$ cat src/sv/ppc_pkg.sv
package ppc_pkg;

  localparam int CFG_W   = 5;
  localparam int PDATA_W = 32;
  localparam int PADDR_W = 3;

  localparam logic REG_MAX_EXP = 1'b0;

  typedef struct packed {
    logic load;
    logic start_exp;
    logic mul;
    logic record;
    logic emit;
  } cmd_t;

  typedef struct packed {
    logic skip;
    logic trial_end;
    logic bit_last;
    logic exp_last;
    logic out_busy;
  } stat_t;

endpackage

$ cat src/sv/ppc_ctrl.sv
module ppc_ctrl (
  input  logic           clk,
  input  logic           rst_n,
  input  logic           in_valid,
  output logic           in_stall,
  input  ppc_pkg::stat_t stat,
  output ppc_pkg::cmd_t  cmd
);

  localparam logic [2:0] S_IDLE   = 3'd0;
  localparam logic [2:0] S_CHECK  = 3'd1;
  localparam logic [2:0] S_START  = 3'd2;
  localparam logic [2:0] S_MUL    = 3'd3;
  localparam logic [2:0] S_EXPEND = 3'd4;
  localparam logic [2:0] S_OUT    = 3'd5;

  logic [2:0] state_r;
  logic [2:0] state_nxt;

  assign in_stall = (state_r != S_IDLE);

  always_comb begin
    state_nxt = state_r;
    cmd       = '0;
    unique case (state_r)
      S_IDLE: begin
        if (in_valid) begin
          cmd.load  = 1'b1;
          state_nxt = S_CHECK;
        end
      end
      S_CHECK: begin
        if (stat.skip) begin
          state_nxt = S_OUT;
        end else begin
          cmd.start_exp = 1'b1;
          state_nxt     = S_MUL;
        end
      end
      S_START: begin
        cmd.start_exp = 1'b1;
        state_nxt     = S_MUL;
      end
      S_MUL: begin
        cmd.mul = 1'b1;
        if (stat.trial_end && stat.bit_last) begin
          state_nxt = S_EXPEND;
        end
      end
      S_EXPEND: begin
        cmd.record = 1'b1;
        state_nxt  = stat.exp_last ? S_OUT : S_START;
      end
      S_OUT: begin
        if (!stat.out_busy) begin
          cmd.emit  = 1'b1;
          state_nxt = S_IDLE;
        end
      end
      default: begin
        state_nxt = S_IDLE;
      end
    endcase
  end

  always_ff @(posedge clk) begin
    if (!rst_n) begin
      state_r <= S_IDLE;
    end else begin
      state_r <= state_nxt;
    end
  end

endmodule

$ cat src/sv/ppc_datapath.sv
module ppc_datapath #(
  parameter int DATA_WIDTH    = 32,
  parameter int MAX_EXP_LIMIT = 31
) (
  input  logic                          clk,
  input  logic                          rst_n,
  input  logic signed [DATA_WIDTH-1:0]  in_value,
  input  logic [ppc_pkg::CFG_W-1:0]     max_exp,
  input  ppc_pkg::cmd_t                 cmd,
  output ppc_pkg::stat_t                stat,
  output logic                          out_valid,
  input  logic                          out_stall,
  output logic [MAX_EXP_LIMIT-2:0]      out_power_mask
);

  localparam int AW = DATA_WIDTH - 1;
  localparam int RB = DATA_WIDTH / 2;
  localparam int PW = AW + RB;
  localparam int KW = $clog2(MAX_EXP_LIMIT + 1);
  localparam int MW = MAX_EXP_LIMIT - 1;

  logic [RB-1:0] sb_tab [0:MAX_EXP_LIMIT];

  for (genvar g = 0; g <= MAX_EXP_LIMIT; g++) begin : g_sb
    if (g < 2) begin : g_unused
      assign sb_tab[g] = '0;
    end else begin : g_used
      localparam int SB = (DATA_WIDTH - 1 + g - 1) / g;
      assign sb_tab[g] = RB'(1) << (SB - 1);
    end
  end

  logic [AW-1:0] v_r;
  logic          pos_r;
  logic [KW-1:0] k_r;
  logic [KW-1:0] cnt_r;
  logic [RB-1:0] root_r;
  logic [RB-1:0] bit_r;
  logic [AW-1:0] acc_r;
  logic          eq_r;
  logic [MW-1:0] mask_r;
  logic          out_valid_r;
  logic [MW-1:0] out_mask_r;

  logic [RB-1:0] cand;
  logic [PW-1:0] prod;
  logic          over;
  logic          last_mul;

  assign cand     = root_r | bit_r;
  assign prod     = PW'(acc_r) * PW'(cand);
  assign over     = prod > PW'(v_r);
  assign last_mul = (cnt_r == k_r - KW'(1));

  assign stat.skip      = !pos_r || (max_exp < ppc_pkg::CFG_W'(2));
  assign stat.trial_end = over || last_mul;
  assign stat.bit_last  = bit_r[0];
  assign stat.exp_last  = (k_r >= KW'(max_exp));
  assign stat.out_busy  = out_valid_r && out_stall;

  assign out_valid      = out_valid_r;
  assign out_power_mask = out_mask_r;

  always_ff @(posedge clk) begin
    if (cmd.load) begin
      v_r    <= in_value[AW-1:0];
      pos_r  <= !in_value[DATA_WIDTH-1] && (in_value != '0);
      mask_r <= '0;
      k_r    <= KW'(2);
    end
    if (cmd.start_exp) begin
      root_r <= '0;
      bit_r  <= sb_tab[k_r];
      acc_r  <= AW'(1);
      cnt_r  <= '0;
      eq_r   <= 1'b0;
    end
    if (cmd.mul) begin
      if (over || last_mul) begin
        acc_r <= AW'(1);
        cnt_r <= '0;
        bit_r <= bit_r >> 1;
        if (!over) begin
          root_r <= cand;
          eq_r   <= (prod == PW'(v_r));
        end
      end else begin
        acc_r <= prod[AW-1:0];
        cnt_r <= cnt_r + KW'(1);
      end
    end
    if (cmd.record) begin
      mask_r <= mask_r | (MW'(eq_r) << (k_r - KW'(2)));
      k_r    <= k_r + KW'(1);
    end
    if (cmd.emit) begin
      out_mask_r <= mask_r;
    end
  end

  always_ff @(posedge clk) begin
    if (!rst_n) begin
      out_valid_r <= 1'b0;
    end else if (cmd.emit) begin
      out_valid_r <= 1'b1;
    end else if (out_valid_r && !out_stall) begin
      out_valid_r <= 1'b0;
    end
  end

endmodule

$ cat src/sv/perfect_power_classifier.sv
// Perfect power classifier.
// Input channel (in_valid, in_stall, in_value): one signed value per item.
// Output channel (out_valid, out_stall, out_power_mask): one mask per item;
// bit k-2 is set when the value is positive and an exact k-th power, for k
// from 2 up to max_exponent. Zero and negative values give an empty mask.
// Register max_exponent sits at byte address 0 of the APB port; writes
// above MAX_EXP_LIMIT saturate to it.
// One item is worked at a time. For each exponent k the integer k-th root
// is built one bit per trial, from bit ceil((DATA_WIDTH-1)/k)-1 down, and
// each trial raises the candidate to the k-th power through one shared
// multiplier, one multiply per cycle, stopping early once the power passes
// the value. Non-positive values and max_exponent below 2 skip the
// root search and go straight to the output. in_stall drops the cycle
// after the mask is handed to the output register, so a new item is not
// taken until the last one is finished.
// A stalled receiver holds one finished mask while the next item is accepted
// and worked; a second mask waits until the first is taken.
// Reset empties the output register, returns the controller to idle and
// sets max_exponent to 31, clamped to MAX_EXP_LIMIT.
module perfect_power_classifier #(
  parameter int DATA_WIDTH    = 32,
  parameter int MAX_EXP_LIMIT = 31
) (
  input  logic                           clk,
  input  logic                           rst_n,
  input  logic                           in_valid,
  output logic                           in_stall,
  input  logic signed [DATA_WIDTH-1:0]   in_value,
  output logic                           out_valid,
  input  logic                           out_stall,
  output logic [MAX_EXP_LIMIT-2:0]       out_power_mask,
  input  logic                           psel,
  input  logic                           penable,
  input  logic                           pwrite,
  input  logic [ppc_pkg::PADDR_W-1:0]    paddr,
  input  logic [ppc_pkg::PDATA_W-1:0]    pwdata,
  output logic [ppc_pkg::PDATA_W-1:0]    prdata,
  output logic                           pready
);

  localparam logic [ppc_pkg::CFG_W-1:0] MAXE_RST =
    (MAX_EXP_LIMIT < 31) ? ppc_pkg::CFG_W'(MAX_EXP_LIMIT) : ppc_pkg::CFG_W'(31);

  logic [ppc_pkg::CFG_W-1:0] max_exp_r;
  logic [ppc_pkg::CFG_W-1:0] max_exp_nxt;
  logic [ppc_pkg::CFG_W-1:0] wr_exp;
  logic                      cfg_wr;

  ppc_pkg::cmd_t  cmd;
  ppc_pkg::stat_t stat;

  assign pready = 1'b1;
  assign cfg_wr = psel && penable && pwrite && pready && (paddr[2] == ppc_pkg::REG_MAX_EXP);
  assign wr_exp = pwdata[ppc_pkg::CFG_W-1:0];

  always_comb begin
    max_exp_nxt = max_exp_r;
    if (cfg_wr) begin
      max_exp_nxt = (int'(wr_exp) > MAX_EXP_LIMIT) ? ppc_pkg::CFG_W'(MAX_EXP_LIMIT) : wr_exp;
    end
  end

  always_comb begin
    prdata = '0;
    if (paddr[2] == ppc_pkg::REG_MAX_EXP) begin
      prdata = ppc_pkg::PDATA_W'(max_exp_r);
    end
  end

  always_ff @(posedge clk) begin
    if (!rst_n) begin
      max_exp_r <= MAXE_RST;
    end else begin
      max_exp_r <= max_exp_nxt;
    end
  end

  ppc_ctrl u_ctrl (
    .clk      (clk),
    .rst_n    (rst_n),
    .in_valid (in_valid),
    .in_stall (in_stall),
    .stat     (stat),
    .cmd      (cmd)
  );

  ppc_datapath #(
    .DATA_WIDTH    (DATA_WIDTH),
    .MAX_EXP_LIMIT (MAX_EXP_LIMIT)
  ) u_datapath (
    .clk            (clk),
    .rst_n          (rst_n),
    .in_value       (in_value),
    .max_exp        (max_exp_r),
    .cmd            (cmd),
    .stat           (stat),
    .out_valid      (out_valid),
    .out_stall      (out_stall),
    .out_power_mask (out_power_mask)
  );

`ifndef SYNTHESIS
  a_busy_after_accept: assert property (@(posedge clk) disable iff (!rst_n)
    (in_valid && !in_stall) |=> in_stall)
    else $error("input taken while an item is in progress");

  a_mask_limited: assert property (@(posedge clk) disable iff (!rst_n)
    out_valid |-> ((out_power_mask == '0) ||
                   ((max_exp_r >= ppc_pkg::CFG_W'(2)) &&
                    ((out_power_mask >> (max_exp_r - ppc_pkg::CFG_W'(1))) == '0))))
    else $error("mask bit set above the largest exponent");

  a_emit_slot_free: assert property (@(posedge clk) disable iff (!rst_n)
    cmd.emit |-> (!out_valid || !out_stall))
    else $error("result written over a waiting result");
`endif

endmodule
$ cat config.mk
export PLATFORM = sky130hd
export DESIGN_NAME = perfect_power_classifier
export DESIGN_NICKNAME = d
export VERILOG_FILES = /design/src/sv/ppc_pkg.sv /design/src/sv/ppc_ctrl.sv /design/src/sv/ppc_datapath.sv /design/src/sv/perfect_power_classifier.sv
export SDC_FILE = /design/constraint.sdc
export NUM_CORES = 2
export LEC_CHECK = 0
export BUFFER_PORTS_ARGS = -buffer_cell sky130_fd_sc_hd__buf_4
export CAP_MARGIN = 20
export CORE_ASPECT_RATIO = 1.5
export CORE_MARGIN = 2
export CORE_UTILIZATION = 35
export DETAILED_ROUTE_END_ITERATION = 16
export PLACE_DENSITY_LB_ADDON = 0.12
export SYNTH_ARGS = -nofsm -noshare
export SYNTH_HDL_FRONTEND = slang
export SYNTH_SLANG_ARGS = --single-unit
$ cat constraint.sdc
create_clock -name clk -period 7.6 [get_ports clk]
set_clock_uncertainty 0.1 [all_clocks]
set_input_delay 0.76 -clock clk [delete_from_list [all_inputs] [get_ports clk]]
set_output_delay 0.76 -clock clk [all_outputs]
set_load 0.01 [all_outputs]
# ---- After elaboration in Yosys (flattened, before gate mapping)
# Memories as Yosys holds them, arrays and structs flattened.
# Cells that the tools add are included.
dict set report classes {
  shift 1
  addsub 4
  n_lt_le_gt_ge 4
  n_eq_ne 10
  n_mul 1
  n_mux 40
  n_bitwise 4
  reduce_logical 19
}
# operator count
set op_table {}
lappend op_table {{$mux 16} 9}
lappend op_table {{$mux 31} 3}
lappend op_table {{$mux 30} 2}
lappend op_table {{$eq 47x31->1} 1}
lappend op_table {{$gt 47x31->1} 1}
lappend op_table {{$mul 31x16->47} 1}
lappend op_table {{$reduce_bool 32->1} 1}
lappend op_table {{$mux 5} 6}
lappend op_table {{$or 30x30->30} 1}
lappend op_table {{$shl 1x5->30} 1}
lappend op_table {{$pmux 3 s6} 1}
lappend op_table {{$or 16x16->16} 1}
lappend op_table {{$mux 3} 5}
lappend op_table {{$mux 1} 13}
lappend op_table {{$add 5x1->5 const B} 2}
lappend op_table {{$logic_and 1x1->1} 7}
lappend op_table {{$eq 3x2->1 const B} 2}
lappend op_table {{$eq 3x3->1 const B} 2}
lappend op_table {{$ge 6x6->1 const B} 1}
lappend op_table {{$not 5->6} 1}
lappend op_table {{$reduce_bool 2->1} 3}
lappend op_table {{$eq 5x5->1} 1}
lappend op_table {{$ge 5x5->1} 1}
lappend op_table {{$lt 5x2->1 const B} 1}
lappend op_table {{12 further kinds} 16}
dict set report word_totals {
  register_bits 175
  romBits 512
  mem_count 1
}
# name words width read_ports rd_ports_with_merged_regs wr line_no
set mem_list {}
lappend mem_list {{(name not given)} 32 16 1 0 0 ppc_datapath.sv:73} ;# bit_r <= sb_tab[k_r];

# ---- Logic depth before layout (Yosys ltp)
dict set report logic_depth {
  word_depth 8
  mapped_depth 37
  depth_no_buf 33
}

# ---- Hierarchy
# A second synthesis with hierarchy kept.
dict set report hier_totals {
  hier_cells 2627
  hier_area_um2 24689.9
}
# module area_each_um2 cells_each seq_area_each_um2 instances
set modules_own_cells {}
lappend modules_own_cells {ppc_datapath 23953.0 2536 4674.5 1}
lappend modules_own_cells {perfect_power_classifier 495.5 57 100.1 1}
lappend modules_own_cells {ppc_ctrl 241.5 34 60.1 1}

# ---- Least setup slack after synthesis
# No wires, ideal clock.
dict set report synth_path {
  path_type {reg2reg}
  start {register u_datapath.bit_r[4]}
  end {register u_datapath.bit_r[10]}
  setup_time_ns 0.121
  arrival_time_ns 7.883
  t_required_ns 7.379
  path_buffers 5
  slack_ns -0.504
  path_stages_with_launch 34
  synth_period_minus_slack_ns 8.104
  path_cell_list {dfxtp_1 or2_2 clkbuf_1 and2_1 fa_1 inv_1 fa_1 fa_1 inv_1 fa_1 fa_1 fa_1 ha_1 buf_2 a21oi_1 o21ai_0 or2_1 o21ai_0 nand2_1 a21oi_1 xnor2_1 ha_1 nand4_1 nor4_1 nand2_1 nor4_1 a31oi_1 nor2_1 and4_4 buf_6 a21o_1 buf_6 buf_12 mux2_4}
}
dict set report synth_between {
  elab_chain_len 6
}
# item line_no
set synth_lines {}
lappend synth_lines {{from (decl)} ppc_datapath.sv:38} ;# logic [RB-1:0] bit_r;
lappend synth_lines {{from (signal assigned)} ppc_datapath.sv:73}
lappend synth_lines {{from (signal assigned)} ppc_datapath.sv:82} ;# bit_r <= bit_r >> 1;
lappend synth_lines {{$or 16x16->16} ppc_datapath.sv:50} ;# assign cand = root_r | bit_r;
lappend synth_lines {{$mul 31x16->47} ppc_datapath.sv:51} ;# assign prod = PW'(acc_r) * PW'(cand);
lappend synth_lines {{named net u_datapath.prod[29]} ppc_datapath.sv:46} ;# logic [PW-1:0] prod;
lappend synth_lines {{$gt 47x31->1} ppc_datapath.sv:52} ;# assign over = prod > PW'(v_r);
lappend synth_lines {{$logic_or 1x1->1} ppc_datapath.sv:79} ;# if (over || last_mul) begin
lappend synth_lines {{$mux 16} ppc_datapath.sv:79}
lappend synth_lines {{$mux 16} ppc_datapath.sv:78} ;# if (cmd.mul) begin
# The timed path passes the listed nets, and every way through them passes these cells.
# A chain may end at the register's enable or synchronous reset.

# ---- Worst setup path after layout
dict set report layout_path {
  start {register u_datapath.root_r[4]}
  end {register u_datapath.acc_r[7], data pin}
}
dict set report layout_between {
  elab_chain_len 6
}
# item line_no
set layout_lines {}
lappend layout_lines {{from (decl)} ppc_datapath.sv:37} ;# logic [RB-1:0] root_r;
lappend layout_lines {{from (signal assigned)} ppc_datapath.sv:84} ;# root_r <= cand;
lappend layout_lines {{$or 16x16->16} ppc_datapath.sv:50}
lappend layout_lines {{$mul 31x16->47} ppc_datapath.sv:51}
lappend layout_lines {{named net u_datapath.prod[24]} ppc_datapath.sv:46}
lappend layout_lines {{$gt 47x31->1} ppc_datapath.sv:52}
lappend layout_lines {{$logic_or 1x1->1} ppc_datapath.sv:79}
lappend layout_lines {{$mux 31} ppc_datapath.sv:79}
lappend layout_lines {{$mux 31} ppc_datapath.sv:78}
lappend layout_lines {{to (signal assigned)} ppc_datapath.sv:88} ;# acc_r <= prod[AW-1:0];
lappend layout_lines {{to (decl)} ppc_datapath.sv:39} ;# logic [AW-1:0] acc_r;
# The timed path passes the listed nets, and every way through them passes these cells.

==> impl_summary.txt <==
----------------------------------------------------
[STA]
  Worst hold margin ... 0.355 ns
  Headroom to the max-slew limit ... 43.8%
  RSZ-0062 raised after global routing ... yes
  Summed negative setup slack over all endpoints ... -21.06 ns
  Final hold violation count ... 0
  Setup slack after layout ... -0.406 ns
  Number of pins exceeding their max-slew limit in the final report ... 0
  Final worst path period share ... 105%
  Worst-margin pin slew ... 0.837 ns
  Maximum achievable frequency ... 125 MHz
  Final min period ... 8.01 ns
  Number of setup violations in the final report ... 72

[Synthesis]
  Synthesized-area fraction occupied by adder cells ... 41.6%
  Avg Cell Area, Syn ... 9.24 um2
  Number of distinct library cells after synthesis ... 81
  Post-Synthesis Cell Area ... 0.0245 mm2
  Share of the synthesized area in the top cell type ... 33.0%
  Number of synthesized register bits ... 175
  Top cell type by total area after synthesis ... sky130_fd_sc_hd__fa_1
  Synth Area in Simple Gates ... 17.9%
  Async S/R FF share, synth ... 0%
  Top post-synthesis cells by area ... sky130_fd_sc_hd__fa_1 33%, sky130_fd_sc_hd__edfxtp_1 16%, sky130_fd_sc_hd__ha_1 8.6%
  Compound-gate portion of the synthesized area ... 7.59%
  Share of the yosys chip area belonging to registers ... 19.7%
  Most common flop cell mapped by yosys ... sky130_fd_sc_hd__edfxtp_1
  Warning count from the yosys run ... 0
  Mux contribution to synthesized area ... 0.888%
  Combinational family with the most area after synthesis ... adder cells
  Post-synthesis cell count ... 2652
  Number of flops mapped to enable cells by yosys ... 133
  Xor/xnor cell area share of the yosys netlist ... 1.64%

[Placed design]
  Post-DP HPWL ... 62.5 mm
  Gp weighted congestion ... 0.876
  Minimum setup slack after placement ... -0.791 ns
  Area after detailed placement ... 0.0288 mm2
  Placed Cells incl. Taps ... 3855
  Port bufs ... 81

[Floorplanning]
  Number of top-level pins ... 139
  Starting utilization of the core area ... 35.4%
  Vert. Die Dim ... 328 um
  Area of the core region ... 0.0692 mm2
  Die area ... 0.0722 mm2
  Number of rows created at floorplan ... 118
  Floorplan die width ... 220 um

[Global route]
  Overall global routing resource usage ... 21.5%
  Maximum number of pins on one net before global-route repair ... 61
  Via count of the first global-routing pass ... 21489
  Number of antenna violations at the first check in global routing ... 0
  Global-route wire length before repair ... 119 mm
  Global route total overflow ... 0

[Clock tree]
  Clock Tree Buf Depth ... 2
  Clock tree from TritonCTS ... built
  Number of clock sinks seen by CTS ... 175
  Cell at the root of the clock tree ... sky130_fd_sc_hd__clkbuf_16
  H-tree depth reported by CTS ... 4
  Worst-path clk slew ... 0.07 ns
  CTS Buf Count ... 17
  Worst-Skew Late Latency ... 0.46 ns
  Cts hold-fix bufs ... 0

[Run status]
  Outcome ... complete, but fails checks
  Violated checks ... negative setup slack

[Cells and area]
  Area of all placed cells without fillers ... 0.0306 mm2
  Final core area utilization ... 44.2%
  Final nets ... 3663
  Diode count ... 0
  Area of combinational cells with multiple inputs ... 0.0180 mm2
  Finished Layout Cells ... 3930
  Area used by sequential logic in the layout ... 0.00485 mm2
  Area growth from synthesis to final layout ... 24.8%
  Fillcell total ... 6700
  Fraction of final layout cells sized beyond drive strength 1 ... 22.6%

[Power and ir drop]
  IR Drop Worst-Case VDD ... 0.000351 V
  Total power consumption of the routed design ... 13.0 mW
  Power density of the placed cells ... 425 mW/mm2
  Leakage power ... 14.1 nW

[Detailed routing]
  Post-detailed-route count of antenna-violating nets ... 0
  Sum of met2 wire segment lengths after detailed routing ... 42.9 mm
  Routed len/inst ... 19.1 um
  Wl on met1 ... 27.2 mm
  Vias per inst ... 4.96
  Number of design-rule violations left by the first detailed-router iteration ... 683
  Post-Route WL ... 75.1 mm
  Top sig layer ... met4
  Number of iterations in the first detailed-routing pass ... 4
  Total length of routed met3 wires ... 2.11 mm
  Total via count after detailed routing ... 19483
  DRC violation count after routing ... 0

[Critical path]
  WP data arrival ... 8.12 ns
  Startpoint of the worst-slack reg-to-reg timing path ... u_datapath.root_r[4]
  Class of the most critical setup path ... flip-flop to flip-flop
  Cell type of the slowest stage on the worst timing path ... sky130_fd_sc_hd__fa_1
  Critical path's largest stage delay ... 0.52 ns
  Crit Path Max Fanout ... 11
  CP startpoint ... u_datapath.root_r[4]
  Critical Path RT ... 7.71 ns
  Crit path top cell by count ... sky130_fd_sc_hd__fa_1
  Capturing element type of the critical path ... flip-flop
  Nature of the critical path startpoint ... flip-flop

[Min path]
  Worst hold path type ... flip-flop to flip-flop
  Origin of the worst min-delay path ... u_datapath.mask_r[27]

[Flow run]
  Total of max-cap violations ... 0

----------------------------------------------------
synthesized netlist by cell type (3+ instances only):
cell type                    n
sky130_fd_sc_hd__o21a_1     12
sky130_fd_sc_hd__nor2_1     96
sky130_fd_sc_hd__and4_1     29
sky130_fd_sc_hd__mux2i_1     9
sky130_fd_sc_hd__xor2_1     18
sky130_fd_sc_hd__nor2b_1    11
sky130_fd_sc_hd__buf_2       9
sky130_fd_sc_hd__mux2_4      4
sky130_fd_sc_hd__nand2b_1   10
sky130_fd_sc_hd__nand4_1    26
sky130_fd_sc_hd__or3_1       7
sky130_fd_sc_hd__o21ai_1     4
sky130_fd_sc_hd__nor3_1     16
sky130_fd_sc_hd__a21oi_1   101
sky130_fd_sc_hd__inv_1     489
sky130_fd_sc_hd__ha_1      168
sky130_fd_sc_hd__o21ai_0    54
sky130_fd_sc_hd__a31oi_1     8
sky130_fd_sc_hd__nand3_1    19
sky130_fd_sc_hd__o211ai_1    6
sky130_fd_sc_hd__xnor2_1    28
sky130_fd_sc_hd__fa_1      404
sky130_fd_sc_hd__nand2_1   426
sky130_fd_sc_hd__a22oi_1    18
sky130_fd_sc_hd__dfxtp_1    42
sky130_fd_sc_hd__o41ai_1     3
sky130_fd_sc_hd__buf_6       5
sky130_fd_sc_hd__clkbuf_1  114
sky130_fd_sc_hd__buf_4      28
sky130_fd_sc_hd__and2_1    192
sky130_fd_sc_hd__edfxtp_1  133
sky130_fd_sc_hd__nor3b_1     5
sky130_fd_sc_hd__mux2_2      6
sky130_fd_sc_hd__and3_1     13
sky130_fd_sc_hd__a21o_1     23
sky130_fd_sc_hd__nor4_1     14
sky130_fd_sc_hd__or2_2      18
sky130_fd_sc_hd__a211oi_1   24
sky130_fd_sc_hd__o21bai_1    4
report_power, final:
group | leakage (nW) | internal [mW] | switching, mW
registers | 1.61 | 1.17 | 0.107
clock network | 0.299 | 0.506 | 0.432
logic | 12.2 | 4.96 | 5.80
worst paths after layout:
| check | cells after the start | endpoint | slack [ns] |
|---|---|---|---|
| min | 0 | u_datapath.out_power_mask[27] | 0.35 |
| max reg2reg | 33 | u_datapath.acc_r[7] | -0.41 |
| max | 33 | u_datapath.acc_r[7] | -0.41 |
| min reg2reg | 0 | u_datapath.out_power_mask[27] | 0.35 |
layout by cell type, fill, tap and decap left out, types with 28 or more instances in the layout:
cell type	n
sky130_fd_sc_hd__inv_1	483
sky130_fd_sc_hd__o21ai_0	40
sky130_fd_sc_hd__nand2_1	418
sky130_fd_sc_hd__edfxtp_1	133
sky130_fd_sc_hd__and4_1	28
sky130_fd_sc_hd__buf_4	422
sky130_fd_sc_hd__nor2_1	92
sky130_fd_sc_hd__buf_12	35
sky130_fd_sc_hd__conb_1	28
sky130_fd_sc_hd__ha_1	152
sky130_fd_sc_hd__and2_1	184
sky130_fd_sc_hd__fa_1	397
sky130_fd_sc_hd__a21oi_1	78
sky130_fd_sc_hd__dfxtp_1	36
registers in the layout, summed over array words and instances, names as in the netlist, 16 cells and up:
register	flops
u_datapath.out_power_mask	30
u_datapath.mask_r	30
u_datapath.bit_r	16
u_datapath.v_r	31
u_datapath.acc_r	31
u_datapath.root_r	16
cell families after synthesis:
group	count (synthesis)
AOI/OAI and AO/OA	291
xor gates and xnor gates	46
adders and majority gates	572
buffers and inverters	649
DFF	175
muxes	19
other	2
and+or+nand+nor	898
layer usage:
layer,vias to the layer above,track usage [%]
li1,8995,-
met1,9987,23.3
met2,368,42.7
met3,133,1.67
met4,0,7.35
met5,-,0
layout make-up:
class / count / area share, %
clock buffers: 22 / 1.60
clock inverters: 10 / 0.380
repair buffers: 478 / 13.6
well taps: 900 / 3.68
flip-flops and latches: 175 / 15.9
inverters: 489 / 6.00
multi-input cells: 1856 / 58.9
critical path, delay by kind of cell (launching register included):
family	cells	cell delay (ns)
AO/OA/AOI/OAI	3	0.44
XOR/XNOR	1	0.17
adder cells (fa/ha/maj)	8	3.54
buffers and inverters	10	1.17
flip-flops	1	0.38
AND/OR/NAND/NOR	11	1.93
repair_timing:
| item | 4_1_cts | 5_1_grt |
|---|---|---|
| setup endpoints to repair | 72 | 72 |
| pin swaps | 32 | 56 |
| setup buffers | 21 | 14 |
| resized for setup | 96 | 88 |
| gates cloned | 2 | 5 |
Note: power is estimated with default switching activity, not from simulation.
